--- config.mk ---
export PLATFORM = sky130hd
export DESIGN_NAME = qslerp_sqrt_cell
export DESIGN_NICKNAME = d
export VERILOG_FILES = /design/src/qslerp_sqrt_cell.sv
export SDC_FILE = /design/constraint.sdc
export NUM_CORES = 1
export LEC_CHECK = 0
export BUFFER_PORTS_ARGS = -buffer_cell sky130_fd_sc_hd__clkbuf_2
export CORE_UTILIZATION = 58
export CTS_CLUSTER_SIZE = 24
export DETAILED_ROUTE_END_ITERATION = 12
export PLACE_DENSITY_LB_ADDON = 0.15
export SLEW_MARGIN = 10
export SYNTH_ARGS = -nofsm -noshare
export SYNTH_HDL_FRONTEND = slang
export SYNTH_SLANG_ARGS = --single-unit
--- constraint.sdc ---
create_clock -name clk -period 7.2 [get_ports clk]
set_input_delay 0.72 -clock clk [delete_from_list [all_inputs] [get_ports clk]]
set_output_delay 0.72 -clock clk [all_outputs]
set_load 0.02 [all_outputs]
--- src/qslerp_sqrt_cell.sv ---
// One restoring square-root step; the chain of these yields floor(sqrt(v)).
module qslerp_sqrt_cell #(
    parameter int W      = 61,
    parameter int BITPOS = 60
) (
    input  logic         clk,
    input  logic         en,
    input  logic [W-1:0] v_in,
    input  logic [W-1:0] r_in,
    output logic [W-1:0] v_out,
    output logic [W-1:0] r_out
);

    localparam logic [W:0] BIT = {{W{1'b0}}, 1'b1} << BITPOS;

    logic [W:0]   trial;
    logic         fit;
    logic [W-1:0] v_reg;
    logic [W-1:0] r_reg;

    always_comb
    begin
        trial = {1'b0, r_in} + BIT;
        fit   = {1'b0, v_in} >= trial;
    end

    always_ff @(posedge clk)
    begin
        if (en)
        begin
            if (fit)
            begin
                v_reg <= v_in - trial[W-1:0];
                r_reg <= (r_in >> 1) + BIT[W-1:0];
            end
            else
            begin
                v_reg <= v_in;
                r_reg <= r_in >> 1;
            end
        end
    end

    assign v_out = v_reg;
    assign r_out = r_reg;

endmodule

==> results.yml <==
outcome:
  status: "completed"
final_layout:
  fin_util: 0.7321
  nNetsFinal: 1254
  diodes: 0
  fin_area_um2: 10680
  final_cell_mix: "clkbuf_2, edfxtp_1, inv_1"
  drive_gt1_frac: 0.3204
  layout_commonest_cell: "clkbuf_2"
  area_growth_pct: 22.38
  num-fill-cells: 1053
grt:
  antenna_found_initial: 0
  grt_pass1_wl_mm: 34.00
  grt_pass1_vias: 6958
  grt_overflow: 0
  grt_max_degree: 79
  track_usage: 0.2742
pwr:
  ir_drop_mv: 0.1567
  power.density_nw_per_um2: 238.8
  power.leakage_nw: 4.951
job:
  maxCapViolCount: 0
worst_setup_path:
  cp_max_fo: 41
  crit_slowest_cell: "o21ai_4"
  cp.arrival_ns: 4.55
  required_ns: 7.38
  cp_top_family: "compound AO/OA/AOI/OAI gates"
  cpPeakStageDelay_ns: 0.76
  end_kind: "flop"
  crit_path_start_kind: "primary input"
  path_class: "in -> reg"
  crit_buf_inv: 4
  path_cells: "clkbuf_2 > inv_1 > ha_1 > inv_1 > fa_1 > a21oi_1 > o211ai_1 > a21oi_1 > a2111oi_4 > nor4_2 > o31ai_2 > a21oi_2 > o21ai_4 > buf_12 > mux2_4"
timing:
  grt_setup_unrepaired: "false"
  hold_slack_ns: 0.4740
  finalHoldViolCount: 0
  slew_headroom: 0.3168
  setup_tns_ns: 0
  slew_viol_final: 0
  finalCritPeriodShare: 0.6070
  setup_viol: 0
  finalCriticalPeriod_ns: 4.371
  fmax_mhz: 228.8
  tightest_slew_ns: 1.025
place:
  gp_congestion: 0.9176
  placed_area_um2: 10020
  dp_hpwl_mm: 16.44
  numPortBuffers: 245
floorplan:
  core_area_um2: 14590
  die_h_um: 124.7
  die_w_um: 124.7
  start_util: 0.5982
  dieArea_um2: 15540
  rows: 44
  num_io_pins: 246
logic_synthesis:
  ys_warn_count: 0
  postSynthCellCount: 838
  synth_seq_cells: 122
  synth_ff_type: "edfxtp_1"
  ys_top_cells_by_area: "edfxtp_1, mux2_4, ha_1"
  synth_edf_count: 122
  yosys.area.top_type: "edfxtp_1"
  ys_seq_area_frac: 0.4198
  async_flop_share: 0
  synth_area_per_cell_um2: 10.41
  mappedNetlistArea_um2: 8727
  synth_top_area_share: 0.4198
  ys_types: 64
  synth_nets: 1025
hold_path:
  hold_end: "r_out[28]"
  hold_class: "in -> reg"
  hp-start: "r_in[29]"
  holdPathStages: 1
drt:
  first_pass_iters: 5
  post_drt_via_cell_ratio: 5.759
  dr.first_iter.drc_count: 475
  wirelength_mm: 21.64
  wl_per_cell_um: 17.12
  via_count: 7280
  ant_nets: 0
  route.detailed.drc: 0
cts:
  cts_made_buffers: 17
  ctsHoldBuffers: 0
  cts.sinks: 122
  cts_resized: 0
  clockRootBuffer: "clkbuf_16"
  clk_pin_slew_ns: 0.06
  cts_buffer_depth: 2
  cts_tree: "built"
  htreeDepth: 4
  post_cts_buffers: 0
==> cells in the mapped netlist (4+ instances only) <==
master,instances
nand4_1,22
xnor2_1,33
edfxtp_1,122
buf_6,6
and2_1,4
nor2_1,37
xor2_1,20
nand3_1,18
o21bai_1,18
and3_1,8
a221oi_1,5
inv_1,88
ha_1,62
a21oi_1,78
o21ai_0,36
a31oi_1,10
a21boi_0,6
mux2_4,57
a21o_1,20
nand2b_1,5
o21a_1,8
o31ai_1,4
clkbuf_1,29
nor2b_1,6
nor3_1,15
nand2_1,59
==> layer usage <==
metal | GRT usage | routed length, um
met5 | 0 | 0
met4 | 0.1106 | 579
met3 | 0.05155 | 1361
met2 | 0.4436 | 10120
met1 | 0.3624 | 9574
==> area by class of cell <==
type | instances | area [um2] | share of cell area
Sequential cell | 122 | 3664 | 0.3430
Multi-Input combinational cell | 591 | 4544 | 0.4255
Tap cell | 184 | 230.2 | 0.02156
Timing Repair Buffer | 247 | 1256 | 0.1176
Inverter | 88 | 330.3 | 0.03093
Clock buffer | 18 | 429.2 | 0.04018
Clock inverter | 14 | 226.5 | 0.02120
==> state kept, by name, indices dropped and copies added (netlist names) <==
| register | count |
|---|---|
| r_out | 61 |
| v_out | 61 |
==> report_power, final <==
group          internal, mW  switching (mW)  leakage (nW)  total (mW)
clock                 0.644           0.326         0.316       0.970
combinational         0.284           0.408          3.44       0.692
sequential            0.869          0.0195          1.19       0.888
==> worst max-delay path by stage <==
| stage | startpoint | to | slack (ns) | depth (start not counted) |
|---|---|---|---|---|
| 3_3_place_gp | r_in[9] | v_out[60] | 2.50 | 13 |
| 4_1_cts | r_in[9] | v_out[60] | 2.82 | 13 |
| 3_5_place_dp | r_in[9] | v_out[60] | 2.36 | 13 |
| 6_report | v_in[0] | v_out[38] | 2.83 | 15 |
| 2_1_floorplan | v_in[0] | v_out[10] | 3.57 | 14 |
| 5_1_grt | v_in[0] | v_out[60] | 2.58 | 15 |
==> metrics by stage <==
stage / instances / setup slack [ns] / power [mW]
6_report: 1264 / 2.829 / 2.550
5_1_grt: 1264 / 2.583 / 2.643
4_1_cts: 1264 / 2.820 / 2.551
3_5_place_dp: 1232 / 2.359 / 1.586
3_3_place_gp: 1232 / 2.502 / 1.576
2_1_floorplan: 838 / 3.568 / 1.382
==> cell families after synthesis <==
kind of cell | Yosys count | synth area share
AOI/OAI and AO/OA | 224 | 0.1669
and+or+nand+nor | 189 | 0.1054
buffers and inverters | 125 | 0.05950
DFF | 122 | 0.4198
adders and majority gates | 63 | 0.09118
muxes | 62 | 0.1041
xor gates and xnor gates | 53 | 0.05319
Power figures use the tool's default switching activity.
