$ cat src/qslerp_div_cell.sv
// One restoring division step for all four lanes sharing a divisor.
module qslerp_div_cell #(
    parameter int NW    = 48,
    parameter int QW    = 16,
    parameter int SHIFT = 0
) (
    input  logic                  clk,
    input  logic                  en,
    input  logic [3:0][NW-1:0]    rem_in,
    input  logic [NW-1:0]         den_in,
    input  logic [3:0][QW-1:0]    q_in,
    output logic [3:0][NW-1:0]    rem_out,
    output logic [NW-1:0]         den_out,
    output logic [3:0][QW-1:0]    q_out
);

    localparam logic [QW-1:0] QBIT = {{(QW-1){1'b0}}, 1'b1} << SHIFT;

    logic [NW-1:0]         dsh;
    logic [3:0]            fit;
    logic [3:0][NW-1:0]    rem_reg;
    logic [NW-1:0]         den_reg;
    logic [3:0][QW-1:0]    q_reg;

    always_comb
    begin
        dsh = den_in << SHIFT;
        for (int i = 0; i < 4; i++)
        begin
            fit[i] = rem_in[i] >= dsh;
        end
    end

    always_ff @(posedge clk)
    begin
        if (en)
        begin
            den_reg <= den_in;
            for (int i = 0; i < 4; i++)
            begin
                rem_reg[i] <= fit[i] ? rem_in[i] - dsh : rem_in[i];
                q_reg[i]   <= fit[i] ? (q_in[i] | QBIT) : q_in[i];
            end
        end
    end

    assign rem_out = rem_reg;
    assign den_out = den_reg;
    assign q_out   = q_reg;

endmodule

$ cat config.mk
export PLATFORM = sky130hd
export DESIGN_NAME = qslerp_div_cell
export DESIGN_NICKNAME = d
export VERILOG_FILES = /design/src/qslerp_div_cell.sv
export SDC_FILE = /design/constraint.sdc
export NUM_CORES = 1
export LEC_CHECK = 0
export BUFFER_PORTS_ARGS = -buffer_cell sky130_fd_sc_hd__buf_2
export CAP_MARGIN = 25
export CORE_MARGIN = 2
export CORE_UTILIZATION = 35
export DETAILED_ROUTE_END_ITERATION = 10
export SLEW_MARGIN = 20
export SYNTH_ARGS = -nofsm -noshare
export SYNTH_HDL_FRONTEND = slang
export SYNTH_SLANG_ARGS = --single-unit
$ cat constraint.sdc
create_clock -name clk -period 11.95 [get_ports clk]
set_clock_uncertainty 0.15 [all_clocks]
set_input_delay 2.39 -clock clk [delete_from_list [all_inputs] [get_ports clk]]
set_output_delay 2.39 -clock clk [all_outputs]
set_load 0.005 [all_outputs]
==> qor.txt <==
Worst Setup End Kind -> flip-flop
GRT Total Usage -> 24.7%
Most frequent cells after synthesis -> 304 x sky130_fd_sc_hd__edfxtp_1, 225 x sky130_fd_sc_hd__nand2_1, 210 x sky130_fd_sc_hd__a21oi_1
CTS Buffer Depth -> 3
Root buffer cell -> sky130_fd_sc_hd__clkbuf_16
Result of the run -> finished, final reports clean
Yosys warns -> 0
H-Tree Level Count -> 2
Unrepaired setup endpoints after global routing -> false
Combined area of all synthesized cells -> 0.0224 mm^2
Port buffer count -> 609
P_leak -> 12.1 nW
Proportion of register bits with asynchronous set or reset after synthesis -> 0%
Ratio of cells with drive above 1 in the final layout -> 27.2%
Placed wire-length estimate -> 69.7 mm
Clock buffers created by TritonCTS -> 39
Synth Area in XOR/XNOR -> 6.60%
Power density over cell area -> 133 mW/mm^2
Initial DRC count -> 1778
Crit share post-route -> 54.1%
#FFs+latches synth -> 304
Post-Synth Simple-Gate Area -> 12.3%
Critical path type -> in -> reg
Total via count after detailed routing -> 20400
Final wirelength -> 84.5 mm
Crit start category -> primary input
Multiplexer area fraction after synthesis -> 5.36%
Num ports -> 610
Final cell utilization of the core -> 43.5%
Final count of hold timing violations -> 0
Unique masters post-synth -> 74
HP Class -> in -> reg
Final antenna-violating net count -> 0
Placeable core region -> 0.0632 mm^2
Dominant combinational cell family by area after synthesis -> compound AO/OA/AOI/OAI gates
Layout Nets -> 3344
Max-cap violations -> 0
Largest net degree at the start of global routing -> 103
Post-DR wirelength/cell -> 22.7 um
Data required, critical path -> 12.11 ns
Fmax -> 155 MHz
IR Drop Worst-Case VDD -> 0.102 mV
Final Critical Period -> 6.46 ns
Number of enable-type register cells in the synthesized netlist -> 304
Cells after synthesis -> 2283
Leading area contributor after synthesis -> sky130_fd_sc_hd__edfxtp_1
Most used standard cell by instance count after synthesis -> sky130_fd_sc_hd__edfxtp_1
Post-Syn Area per Cell -> 9.83 um^2
Number of hold-repair buffers added at the cts stage -> 0
Worst slew pin tran -> 1.02 ns
CP max FO -> 35
Remaining routing DRC violations -> 0
Buffers inserted by post-CTS timing repair -> 0
First-pass GRT wire length -> 125 mm
Pins over their slew limit -> 0
Top post-synthesis cells by area -> sky130_fd_sc_hd__edfxtp_1 41%, sky130_fd_sc_hd__ha_1 11%, sky130_fd_sc_hd__a21oi_1 4.7%
Setup violation total in the final timing report -> 0
Overall die area -> 0.0661 mm^2
Die width -> 257 um
Standard-cell rows -> 92
Synth top area share -> 40.7%
Primary FF master, synth -> sky130_fd_sc_hd__edfxtp_1
Slew HR -> 32.1%
TritonCTS clock tree -> built
DR vias/cell -> 5.48
GRT overflow -> 0
Number of iterations in the first detailed-routing pass -> 5
Number of global-route vias before repair -> 20500
Clock sink total -> 304
Final total negative setup slack -> 0 ns
Resize count post-CTS -> 0
CP arrival -> 6.62 ns
Clock edge transition at the registers on the reported setup and hold paths -> 0.05 ns
Antenna violations before repair -> 13
Area share of fa/ha/maj cells after synthesis -> 11.1%
Starting density of the core -> 35.5%
Placer Congestion -> 0.913
Area added between synthesis and finish -> 22.5%
Overall die height -> 257 um
Complex-gate fraction of the synthesized area -> 20.5%
Share of the yosys chip area belonging to registers -> 40.7%
Synthesized netlist net count -> 2785
[report_power, final]
group          total, mW  internal, mW  switching (mW)
Combinational       1.10         0.457           0.643
Clock               1.18         0.702           0.480
Sequential          1.39          1.34          0.0472
Total               3.67          2.50            1.17
[stage by stage]
step           setup WS (ns)  cells  total power [mW]  instance area, um^2  hold WS (ns)
3_5_place_dp            4.94   3647              2.50                26200          2.42
3_3_place_gp            5.05   3647              2.49                26200          2.42
6_report                5.49   3724              3.67                27500          1.85
5_1_grt                 5.29   3721              3.86                27500          1.82
2_1_floorplan           6.29   2283              2.06                22400          2.34
4_1_cts                 5.56   3716              3.70                27500          1.81
[routing by layer]
| layer | global-route usage [%] | part of all wire [%] | vias up | wire length, um |
|---|---|---|---|---|
| li1 | - | - | 9697 | - |
| met5 | 0 | 0.046 | - | 39 |
| met3 | 4.44 | 6.9 | 129 | 5810 |
| met4 | 8.22 | 3.2 | 6 | 2700 |
| met2 | 40.3 | 46 | 825 | 38800 |
| met1 | 32.9 | 44 | 9749 | 37200 |
[worst max-delay path, stage by stage]
cell and delay, ns:
sky130_fd_sc_hd__buf_2 0.11, sky130_fd_sc_hd__inv_1 0.25, sky130_fd_sc_hd__ha_1 0.36, sky130_fd_sc_hd__a21o_1 0.18, sky130_fd_sc_hd__a211o_1 0.33, sky130_fd_sc_hd__or2_0 0.22, sky130_fd_sc_hd__o211ai_1 0.32, sky130_fd_sc_hd__a21oi_1 0.12
sky130_fd_sc_hd__a311oi_1 0.63, sky130_fd_sc_hd__a21oi_1 0.15, sky130_fd_sc_hd__o21ai_1 0.21, sky130_fd_sc_hd__a21o_2 0.37, sky130_fd_sc_hd__buf_4 0.51, sky130_fd_sc_hd__mux2_2 0.40
[layout make-up]
cell class	instances	area [um^2]
Sequential cell	304	9130
Clock inverter	20	220
Antenna cell	8	20.0
Timing Repair Buffer	616	3110
Tap cell	846	1060
Fill cell	6208	35700
Inverter	97	364
Multi-Input combinational cell	1784	12500
Clock buffer	49	1030
[path summary, 6_finish.rpt]
kind                      start      endpoint  slack [ns]  cells after the start
worst min-delay path   q_in[23]     q_out[23]        1.85                      1
worst max-delay path  den_in[7]  rem_out[146]        5.49                     14
[kinds of logic after synthesis]
group	Yosys count
adder cells (fa/ha/maj)	196
flip-flops	304
AND/OR/NAND/NOR	582
AO/OA/AOI/OAI	729
XOR/XNOR	169
buffers and inverters	195
multiplexers	108
[placed cells by master, fill, tap and decap left out, types with 8 or more instances in the layout]
| master | instances |
|---|---|
| sky130_fd_sc_hd__a21o_1 | 111 |
| sky130_fd_sc_hd__ha_1 | 192 |
| sky130_fd_sc_hd__o21ai_0 | 177 |
| sky130_fd_sc_hd__o211ai_1 | 20 |
| sky130_fd_sc_hd__edfxtp_1 | 304 |
| sky130_fd_sc_hd__o21bai_1 | 38 |
| sky130_fd_sc_hd__diode_2 | 8 |
| sky130_fd_sc_hd__mux2i_1 | 10 |
| sky130_fd_sc_hd__a211oi_1 | 14 |
| sky130_fd_sc_hd__a21oi_1 | 210 |
| sky130_fd_sc_hd__clkbuf_16 | 40 |
| sky130_fd_sc_hd__o21a_1 | 23 |
| sky130_fd_sc_hd__inv_1 | 97 |
| sky130_fd_sc_hd__nor2b_1 | 23 |
| sky130_fd_sc_hd__nor4_1 | 8 |
| sky130_fd_sc_hd__a31oi_1 | 23 |
| sky130_fd_sc_hd__o31ai_1 | 16 |
| sky130_fd_sc_hd__and3_1 | 25 |
| sky130_fd_sc_hd__nand2b_1 | 29 |
| sky130_fd_sc_hd__clkbuf_1 | 9 |
| sky130_fd_sc_hd__nand4_1 | 44 |
| sky130_fd_sc_hd__xnor2_1 | 102 |
| sky130_fd_sc_hd__mux2_2 | 92 |
| sky130_fd_sc_hd__xor2_1 | 67 |
| sky130_fd_sc_hd__buf_2 | 608 |
| sky130_fd_sc_hd__nor2_1 | 101 |
| sky130_fd_sc_hd__nand2_1 | 225 |
| sky130_fd_sc_hd__a211o_1 | 8 |
| sky130_fd_sc_hd__and2_1 | 10 |
| sky130_fd_sc_hd__nand3_1 | 57 |
| sky130_fd_sc_hd__a41oi_1 | 12 |
| sky130_fd_sc_hd__nor3_1 | 30 |
[flip-flops by register name, summed over array words and instances (netlist names)]
signal	flops
rem_out	192
q_out	64
den_out	48
(Power assumes the default switching activity.)
