[config.mk]
export PLATFORM = sky130hd
export DESIGN_NAME = qslerp_cordic_cell
export DESIGN_NICKNAME = d
export VERILOG_FILES = /design/src/qslerp_pkg.sv /design/src/qslerp_cordic_cell.sv
export SDC_FILE = /design/constraint.sdc
export NUM_CORES = 1
export LEC_CHECK = 0
export ABC_AREA = 1
export ABC_CLOCK_PERIOD_IN_PS = 5030
export BUFFER_PORTS_ARGS = -buffer_cell sky130_fd_sc_hd__buf_4
export CORE_ASPECT_RATIO = 0.6
export CORE_MARGIN = 2
export CORE_UTILIZATION = 45
export DETAILED_ROUTE_END_ITERATION = 6
export PLACE_DENSITY = 0.74
export SYNTH_ARGS = -nofsm -noshare
export SYNTH_HDL_FRONTEND = slang
export SYNTH_SLANG_ARGS = --single-unit
[constraint.sdc]
create_clock -name clk -period 5.03 [get_ports clk]
set_input_delay 0.503 -clock clk [delete_from_list [all_inputs] [get_ports clk]]
set_output_delay 0.503 -clock clk [all_outputs]
set_load 0.01 [all_outputs]
[src/qslerp_pkg.sv]
// Shared constants and arctangent table for the quaternion slerp pipeline.
package qslerp_pkg;

    localparam int QS_FRAC_BITS    = 14;
    localparam int QS_CORDIC_STEPS = 16;
    localparam int QS_CW           = 34;

    // 1/K with 30 fraction bits; angles are 2^32 per turn
    localparam logic signed [QS_CW-1:0] QS_INV_GAIN = 34'sd652032874;
    localparam logic signed [QS_CW-1:0] QS_QUARTER  = 34'sd1073741824;

    function automatic logic [QS_CW-1:0] qs_atan(input int idx);
        logic [QS_CW-1:0] val;
        case (idx)
            0:       val = 34'd536870912;
            1:       val = 34'd316933406;
            2:       val = 34'd167458907;
            3:       val = 34'd85004756;
            4:       val = 34'd42667331;
            5:       val = 34'd21354465;
            6:       val = 34'd10679838;
            7:       val = 34'd5340245;
            8:       val = 34'd2670163;
            9:       val = 34'd1335087;
            10:      val = 34'd667544;
            11:      val = 34'd333772;
            12:      val = 34'd166886;
            13:      val = 34'd83443;
            14:      val = 34'd41722;
            15:      val = 34'd20861;
            16:      val = 34'd10430;
            17:      val = 34'd5215;
            18:      val = 34'd2608;
            19:      val = 34'd1304;
            20:      val = 34'd652;
            21:      val = 34'd326;
            22:      val = 34'd163;
            23:      val = 34'd81;
            24:      val = 34'd41;
            25:      val = 34'd20;
            26:      val = 34'd10;
            27:      val = 34'd5;
            28:      val = 34'd3;
            29:      val = 34'd1;
            30:      val = 34'd1;
            default: val = '0;
        endcase
        return val;
    endfunction

endpackage

[src/qslerp_cordic_cell.sv]
// One CORDIC micro-rotation, vectoring (drive y to 0) or rotation (drive z to 0).
module qslerp_cordic_cell #(
    parameter int STEP   = 0,
    parameter bit VECTOR = 1'b0
) (
    input  logic                                  clk,
    input  logic                                  en,
    input  logic signed [qslerp_pkg::QS_CW-1:0]   x_in,
    input  logic signed [qslerp_pkg::QS_CW-1:0]   y_in,
    input  logic signed [qslerp_pkg::QS_CW-1:0]   z_in,
    output logic signed [qslerp_pkg::QS_CW-1:0]   x_out,
    output logic signed [qslerp_pkg::QS_CW-1:0]   y_out,
    output logic signed [qslerp_pkg::QS_CW-1:0]   z_out
);
    import qslerp_pkg::*;

    localparam logic signed [QS_CW-1:0] ANGLE = $signed(qs_atan(STEP));

    logic signed [QS_CW-1:0] dx;
    logic signed [QS_CW-1:0] dy;
    logic                    cw;
    logic signed [QS_CW-1:0] x_reg;
    logic signed [QS_CW-1:0] y_reg;
    logic signed [QS_CW-1:0] z_reg;

    always_comb
    begin
        dx = y_in >>> STEP;
        dy = x_in >>> STEP;
        cw = VECTOR ? (y_in > 0) : (z_in < 0);
    end

    always_ff @(posedge clk)
    begin
        if (en)
        begin
            if (cw)
            begin
                x_reg <= x_in + dx;
                y_reg <= y_in - dy;
                z_reg <= z_in + ANGLE;
            end
            else
            begin
                x_reg <= x_in - dx;
                y_reg <= y_in + dy;
                z_reg <= z_in - ANGLE;
            end
        end
    end

    assign x_out = x_reg;
    assign y_out = y_reg;
    assign z_out = z_reg;

endmodule

==> Implementation_results.wiki, run 1 <==
{| class="wikitable"
! Metric !! Value
|-
| Number of buffers inserted during clock tree synthesis || 9
|-
| Most common library cell in the layout ignoring fill and taps || sky130_fd_sc_hd__nand2_1
|-
| Max Root-Sink Buffers || 2
|-
| Met3 usage || 0.102
|-
| Unrepaired setup endpoints after global routing || false
|-
| DRT antenna net count || 0
|-
| Final setup vio count || 0
|-
| M2 GR Usage || 0.377
|-
| Overall global routing resource usage || 0.318
|-
| Post-CTS sizing || 0
|-
| Overall die area || 0.0243 sq mm
|-
| Synthesis warning total || 0
|-
| Post-synth EDFFs || 101
|-
| TritonCTS clock tree || yes
|-
| Relative area change from synthesis to final layout || 19.0%
|-
| Area taken by multi-input logic gates || 0.00623 sq mm
|-
| Clock sink count || 101
|-
| Detailed placer's ending HPWL || 32.6 mm
|-
| Rel. slew slack || 0.298
|-
| Cell area after layout || 0.0123 sq mm
|-
| Hold Violations, Final || 0
|-
| Share of async-settable or async-resettable flops after synthesis || 0
|-
| Arrival time at the worst endpoint || 2790 ps
|-
| Worst path bufs/invs || 1
|-
| Aggregate routed wire length || 38.8 mm
|-
| Total via count in the routed design || 11100
|-
| IO Port Bufs || 205
|-
| Wire length per cell after detailed routing || 19.6 microns
|-
| Post-layout nets || 1878
|-
| Top Usage Layer GRT || met1
|-
| Worst hold slack across all endpoints || 309 ps
|-
| Max FO, Critical Path || 5
|-
| Pin count of the biggest net entering global routing || 77
|-
| Area of the placeable core || 0.0223 sq mm
|-
| Average instance area after synthesis || 6.92 sq um
|-
| Pins Over Slew Limit || 0
|-
| Placement-stage cell area || 0.0120 sq mm
|-
| Peak supply drop || 141 uV
|-
| Proportion of layout cells with a drive suffix above 1 || 0.160
|-
| Detailed router's first-iteration violation count || 1433
|-
| Aggregate negative setup slack || 0 ps
|-
| Maximum capacitance violations || 0
|-
| Slew at the pin with the worst max-slew slack || 1050 ps
|-
| Fillers || 2228
|-
| GRT met1 Usage || 0.535
|-
| Pwr Total || 3.15 mW
|-
| CP startpoint kind || primary input
|-
| Vias per cell || 5.60
|-
| Kind of cell with the highest combined delay on the critical path || adder cells
|-
| Total number of placement rows || 42
|-
| Number of remaining DRC errors || 7
|-
| Hold path depth || 1
|-
| Area occupied by registers || 0.00303 sq mm
|-
| Category of the most critical setup path || in2reg
|-
| Cell type of the slowest stage on the worst timing path || sky130_fd_sc_hd__fa_1
|-
| Clock Tree Root || sky130_fd_sc_hd__clkbuf_16
|-
| Number of unique standard cell types used by synthesis || 44
|-
| Max Clock Freq || 372 MHz
|-
| Cell mode on critical path || sky130_fd_sc_hd__nand2_1
|-
| Violated checks || DRC
|-
| Number of I/O pins || 206
|-
| Total of hold buffers inserted after clock tree synthesis || 0
|-
| Vertical die dimension || 121 microns
|-
| Routability cong. || 0.981
|-
| Crit share post-route || 0.535
|-
| Antenna diode instance count || 0
|-
| Worst min path class || in2reg
|-
| 1st-pass router iterations || 7
|-
| Leading cell types in the layout, fill and taps excluded || sky130_fd_sc_hd__nand2_1, sky130_fd_sc_hd__buf_4, sky130_fd_sc_hd__inv_1
|-
| Pleak || 6.07 nW
|-
| Required time of the critical path || 5130 ps
|-
| Clock period minus final worst setup slack || 2690 ps
|-
| Buffers inserted by post-CTS timing repair || 0
|-
| Starting density of the core || 0.464
|-
| Synth Instances || 1494
|-
| Flip-flop and latch count after synthesis || 101
|-
| Via count of the first global-routing pass || 9583
|-
| WP depth || 11
|-
| Outcome || finished, violations left
|-
| Die span in x || 200 microns
|-
| Worst path cell trace || buf_4 > ha_1 > fa_1 > nand2_1 > nor2_1 > nor2_2 > o21ai_2 > nand2_1 > nand2_1 > xor2_1 > o21ai_0
|-
| Pwr dens || 256 mW/mm^2
|-
| Sequential share of the synthesized area || 0.293
|-
| Post-Synthesis Cell Area || 0.0103 sq mm
|-
| H-tree depth || 3
|-
| Global-route wire length before repair || 56.7 mm
|-
| Number of antenna violations at the first check in global routing || 0
|-
| Remaining Overflow, GRT || 0
|-
| Kind of capture point of the worst setup path || flip-flop
|-
| Synthesized Nets || 1704
|-
| Crit path largest cell delay || 520 ps
|-
| Clock Pin Slew Worst Setup and Hold Paths || 80 ps
|-
| Most instantiated flip-flop cell in the synthesis netlist || sky130_fd_sc_hd__edfxtp_1
|}
worst paths after layout:
| check | startpoint | to | slack [ps] |
|---|---|---|---|
| worst max-delay path | x_in[0] | y_out[12] | 2340 |
| worst min-delay path | z_in[28] | z_out[28] | 310 |
cells in the mapped netlist (2+ instances only):
master                     number  area [sq um]
sky130_fd_sc_hd__edfxtp_1     101          3030
sky130_fd_sc_hd__o21a_1         6          45.0
sky130_fd_sc_hd__or2_1          2          12.5
sky130_fd_sc_hd__a21oi_1      124           621
sky130_fd_sc_hd__a31oi_1        4          25.0
sky130_fd_sc_hd__nor2_2         9          56.3
sky130_fd_sc_hd__a21oi_2        4          35.0
sky130_fd_sc_hd__mux2i_1        2          20.0
sky130_fd_sc_hd__nand3_2        2          20.0
sky130_fd_sc_hd__nor4_1         2          12.5
sky130_fd_sc_hd__o21ai_2        3          26.3
sky130_fd_sc_hd__or2_2          3          18.8
sky130_fd_sc_hd__o211ai_1       5          37.5
sky130_fd_sc_hd__buf_2         14          70.1
sky130_fd_sc_hd__o31ai_1        4          30.0
sky130_fd_sc_hd__nand2_1      397          1490
sky130_fd_sc_hd__nor3_1        15          75.1
sky130_fd_sc_hd__xnor2_1        2          17.5
sky130_fd_sc_hd__inv_1        203           762
sky130_fd_sc_hd__ha_1         102          1280
sky130_fd_sc_hd__o21bai_1      11          82.6
sky130_fd_sc_hd__o22ai_1        4          25.0
sky130_fd_sc_hd__fa_1           4          80.1
sky130_fd_sc_hd__clkbuf_1       7          26.3
sky130_fd_sc_hd__nor3_2         4          40.0
sky130_fd_sc_hd__inv_4          2          12.5
sky130_fd_sc_hd__nand3_1      144           721
sky130_fd_sc_hd__xor2_1        29           254
sky130_fd_sc_hd__a21o_1         6          45.0
sky130_fd_sc_hd__inv_2          5          18.8
sky130_fd_sc_hd__nand2_2        9          56.3
sky130_fd_sc_hd__o21ai_1        6          30.0
sky130_fd_sc_hd__nand4_1       10          62.6
sky130_fd_sc_hd__buf_6          5          56.3
sky130_fd_sc_hd__nor2_1       132           495
sky130_fd_sc_hd__o21ai_0       87           435
sky130_fd_sc_hd__buf_4         18           135
power breakdown:
part / internal [mW] / switching (mW)
Sequential: 1.06 / 0.0404
Combinational: 0.451 / 0.845
Clock: 0.360 / 0.391
Total: 1.87 / 1.28
final cells by class:
cell class / instances / share of cell area
clock buffer: 9 / 0.0183
timing repair buffer: 207 / 0.126
inverter: 210 / 0.0645
tap: 308 / 0.0313
multi-input combinational: 1139 / 0.506
sequential: 101 / 0.246
clock inverter: 7 / 0.00722
sequential cells by signal, summed over array words and instances (netlist names):
register	cells
z_out	34
x_out	34
y_out	33
through the flow:
| stage | setup WS (ps) | util | std cells |
|---|---|---|---|
| 2_1_floorplan | 2730 | - | 1494 |
| 3_3_place_gp | 2130 | 0.538 | 1965 |
| 3_5_place_dp | 2080 | 0.538 | 1965 |
| 4_1_cts | 2470 | 0.552 | 1981 |
| 5_1_grt | 2220 | 0.552 | 1981 |
| 6_report | 2340 | 0.552 | 1981 |
per-layer routing:
metal  part of all wire  wire length (microns)
met3               0.16                   6270
met5                  0                      0
met4             0.0090                    351
met2               0.34                  13000
met1               0.49                  19100
kinds of logic after synthesis:
family	Yosys count	share of synthesized area
flip-flops	101	0.293
buffers and inverters	254	0.105
XOR/XNOR	31	0.0263
AND/OR/NAND/NOR	734	0.302
adder cells (fa/ha/maj)	106	0.131
multiplexers	2	0.00194
AO/OA/AOI/OAI	266	0.141
Power figures use the tool's default switching activity.
==> run 2: changes to the inputs <==
--- a/config.mk
+++ b/config.mk
@@ -6,7 +6,7 @@
 export NUM_CORES = 1
 export LEC_CHECK = 0
 export ABC_AREA = 1
-export ABC_CLOCK_PERIOD_IN_PS = 5030
+export ABC_CLOCK_PERIOD_IN_PS = 2690
 export BUFFER_PORTS_ARGS = -buffer_cell sky130_fd_sc_hd__buf_4
 export CORE_ASPECT_RATIO = 0.6
 export CORE_MARGIN = 2
==> constraint.sdc (replaced) <==
create_clock -name clk -period 2.69 [get_ports clk]
set_input_delay 0.269 -clock clk [delete_from_list [all_inputs] [get_ports clk]]
set_output_delay 0.269 -clock clk [all_outputs]
set_load 0.01 [all_outputs]
==> run 2 against run 1 <==
Effect of this change: the flow now finishes without violations; routed wire length up 0.18%; cell area rose by 3.5%; total power up 91%; combinational power increased by 95%; count of clock-buffer cells in the layout stayed put; sequential cell count unchanged; setup slack got worse by 2200 ps; via count fell by 0.29%; largest cell class unchanged.
==> Implementation_results.wiki, run 2 (synthesis results as in run 1) <==
{| class="wikitable"
! Metric !! Value
|-
| Outcome || finished clean
|-
| Switching power || 2.36 mW (+84%)
|-
| Number of buffers inserted during clock tree synthesis || 9 (unchanged)
|-
| Routability cong. || 1.00 (+2.1%)
|-
| Critical path origin || x_in[6]
|-
| Cell mode on critical path || sky130_fd_sc_hd__nand2_1
|-
| Comb pwr share || 0.421 (+0.009)
|-
| Buffers inserted by post-CTS timing repair || 0 (unchanged)
|-
| Worst path cell trace || buf_4 > inv_1 > ha_1 > a21oi_1 > inv_1 > nand2_1 > nand2_1 > a21oi_1 > nand2_1 > xor2_1 > o21ai_0
|-
| Relative area change from synthesis to final layout || 23.2%
|-
| Proportion of layout cells with a drive suffix above 1 || 0.187 (+0.0267)
|-
| Cell type of the slowest stage on the worst timing path || sky130_fd_sc_hd__o21ai_0
|-
| Max Root-Sink Buffers || 2 (unchanged)
|-
| TritonCTS clock tree || yes
|-
| Total via count in the routed design || 11100 (-0.29%)
|-
| Peak supply drop || 295 uV (+110%)
|-
| Antenna diode instance count || 0 (unchanged)
|-
| Overall die area || 0.0243 sq mm (unchanged)
|-
| Worst-case setup margin in the final layout || 89.4 ps (-2250 ps)
|-
| Post-CTS sizing || 0 (unchanged)
|-
| Detailed router's first-iteration violation count || 1298 (-9.4%)
|-
| Global-route wire length before repair || 57.2 mm (+0.88%)
|-
| Worst hold path startpoint || z_in[18]
|-
| 1st-pass router iterations || 6 (-1)
|-
| Clock Pin Slew Worst Setup and Hold Paths || 70 ps (about the same)
|-
| Leading cell types in the layout, fill and taps excluded || sky130_fd_sc_hd__nand2_1, sky130_fd_sc_hd__buf_4, sky130_fd_sc_hd__inv_1
|-
| Clock Tree Root || sky130_fd_sc_hd__clkbuf_16
|-
| Number of I/O pins || 206 (unchanged)
|-
| Total of hold buffers inserted after clock tree synthesis || 0 (unchanged)
|-
| Via count of the first global-routing pass || 9906 (+3.4%)
|-
| Slew at the pin with the worst max-slew slack || 749 ps (-305 ps)
|-
| Unrepaired setup endpoints after global routing || false
|-
| Rel. slew slack || 0.501 (+0.203)
|-
| H-tree depth || 3 (unchanged)
|-
| Final setup vio count || 0 (unchanged)
|-
| Worst Setup EP || y_out[13]
|-
| Post-layout nets || 1933 (+2.9%)
|-
| Part of the power in registers || 0.343 (-0.007)
|-
| Max FO, Critical Path || 11 (+6)
|-
| Vertical die dimension || 121 microns (unchanged)
|-
| Pwr dens || 473 mW/mm^2 (+85%)
|-
| CP startpoint kind || primary input
|-
| Remaining Overflow, GRT || 0 (unchanged)
|-
| Max Clock Freq || 385 MHz
|-
| Crit path largest cell delay || 540 ps (+20 ps)
|-
| Worst min path class || in2reg
|-
| Aggregate routed wire length || 38.9 mm (+0.18%)
|-
| Maximum capacitance violations || 0 (unchanged)
|-
| Pin count of the biggest net entering global routing || 73 (-5.2%)
|-
| Hold Violations, Final || 0 (unchanged)
|-
| Clock network fraction of total power || 0.235 (-0.003)
|-
| Share of the core filled with cells in the final layout || 0.572 (+0.0196)
|-
| Wire length per cell after detailed routing || 19.1 microns (-2.5%)
|-
| Switching fraction of total power || 0.391 (-0.0146)
|-
| Number of remaining DRC errors || 0 (-7)
|-
| Vias per cell || 5.43 (-3.0%)
|-
| Most common library cell in the layout ignoring fill and taps || sky130_fd_sc_hd__nand2_1
|-
| Detailed placer's ending HPWL || 32.8 mm (+0.67%)
|-
| Arrival time at the worst endpoint || 2670 ps (-120 ps)
|-
| DRT antenna net count || 0 (unchanged)
|-
| Number of antenna violations at the first check in global routing || 0 (unchanged)
|-
| Required time of the critical path || 2760 ps (-2370 ps)
|-
| Pleak || 6.34 nW (+4.5%)
|-
| IO Port Bufs || 205 (unchanged)
|-
| Kind of capture point of the worst setup path || flip-flop
|-
| Overall global routing resource usage || 0.320 (+0.00261)
|-
| Pins Over Slew Limit || 0 (unchanged)
|-
| Fillers || 2171 (-2.6%)
|-
| Pre-CTS setup slack || -54.3 ps (-2140 ps)
|-
| Category of the most critical setup path || in2reg
|-
| Total number of placement rows || 42 (unchanged)
|-
| Die span in x || 200 microns (unchanged)
|-
| Clock period minus final worst setup slack || 2600 ps
|-
| Internal || 3.67 mW (+96%)
|-
| Crit share post-route || 0.967
|-
| Starting density of the core || 0.464 (unchanged)
|-
| Area of the placeable core || 0.0223 sq mm (unchanged)
|-
| Clock sink count || 101 (unchanged)
|}
[run 2: changes by cell type in the layout (fill, tap and decap cells not counted), sizes merged]
cell | previous run | this run
bufinv | 0 | 1
inv | 213 | 214
buf | 207 | 262
clkinv | 4 | 2
[run 2: layer usage]
layer | vias to the layer above | part of all wire | GRT usage
met2 | 650 | 0.34 | 0.382
met1 | 5050 | 0.47 | 0.497
met3 | 23 | 0.17 | 0.163
met5 | - | 0 | 0
li1 | 5340 | - | -
met4 | 0 | 0.0091 | 0.0519
[run 2: stage by stage]
step	hold WS [ps]	power [mW]	std cells	setup TNS [ps]	cell area, sq um
final	81.5	6.03	2036	0	12700
after floorplan	368	3.45	1494	0	10300
after CTS	71.4	5.97	2036	0	12700
after global routing	69.4	6.33	2036	0	12700
after global placement	447	4.52	2020	-50.1	12400
after detailed placement	449	4.55	2020	-54.3	12400
[run 2: worst min-delay path by stage]
stage                           end  slack [ps]  cells after the start
after floorplan            z_out[0]         370                      0
after detailed placement   z_out[1]         450                      1
after global placement     z_out[1]         450                      1
final                     z_out[18]          80                      1
after global routing      z_out[27]          70                      1
after CTS                  z_out[1]          70                      1
[run 2: area by class of cell]
class | count | area [sq um] | area share
Inverter | 210 | 793 | 0.0622
Sequential cell | 101 | 3030 | 0.238
Timing Repair Buffer | 262 | 1990 | 0.156
Clock inverter | 7 | 87.6 | 0.00687
Multi-Input combinational cell | 1139 | 6230 | 0.489
Tap cell | 308 | 385 | 0.0302
Clock buffer | 9 | 225 | 0.0177
[run 2: worst max-delay path: cells and delay by family]
| kind | cells | cell delay, ps |
|---|---|---|
| compound gates | 3 | 1140 |
| buf+inv | 3 | 210 |
| fa+ha+maj | 1 | 500 |
| simple gates | 3 | 330 |
| xor+xnor | 1 | 200 |
[run 2: power groups by stage]
stage               Sequential, mW  Clock [mW]  Combinational (mW)
floorplan                     2.18           0                1.28
global placement              2.10           0                2.42
detailed placement            2.10           0                2.45
CTS                           2.07        1.44                2.46
global route                  2.09        1.49                2.75
finish                        2.07        1.42                2.54
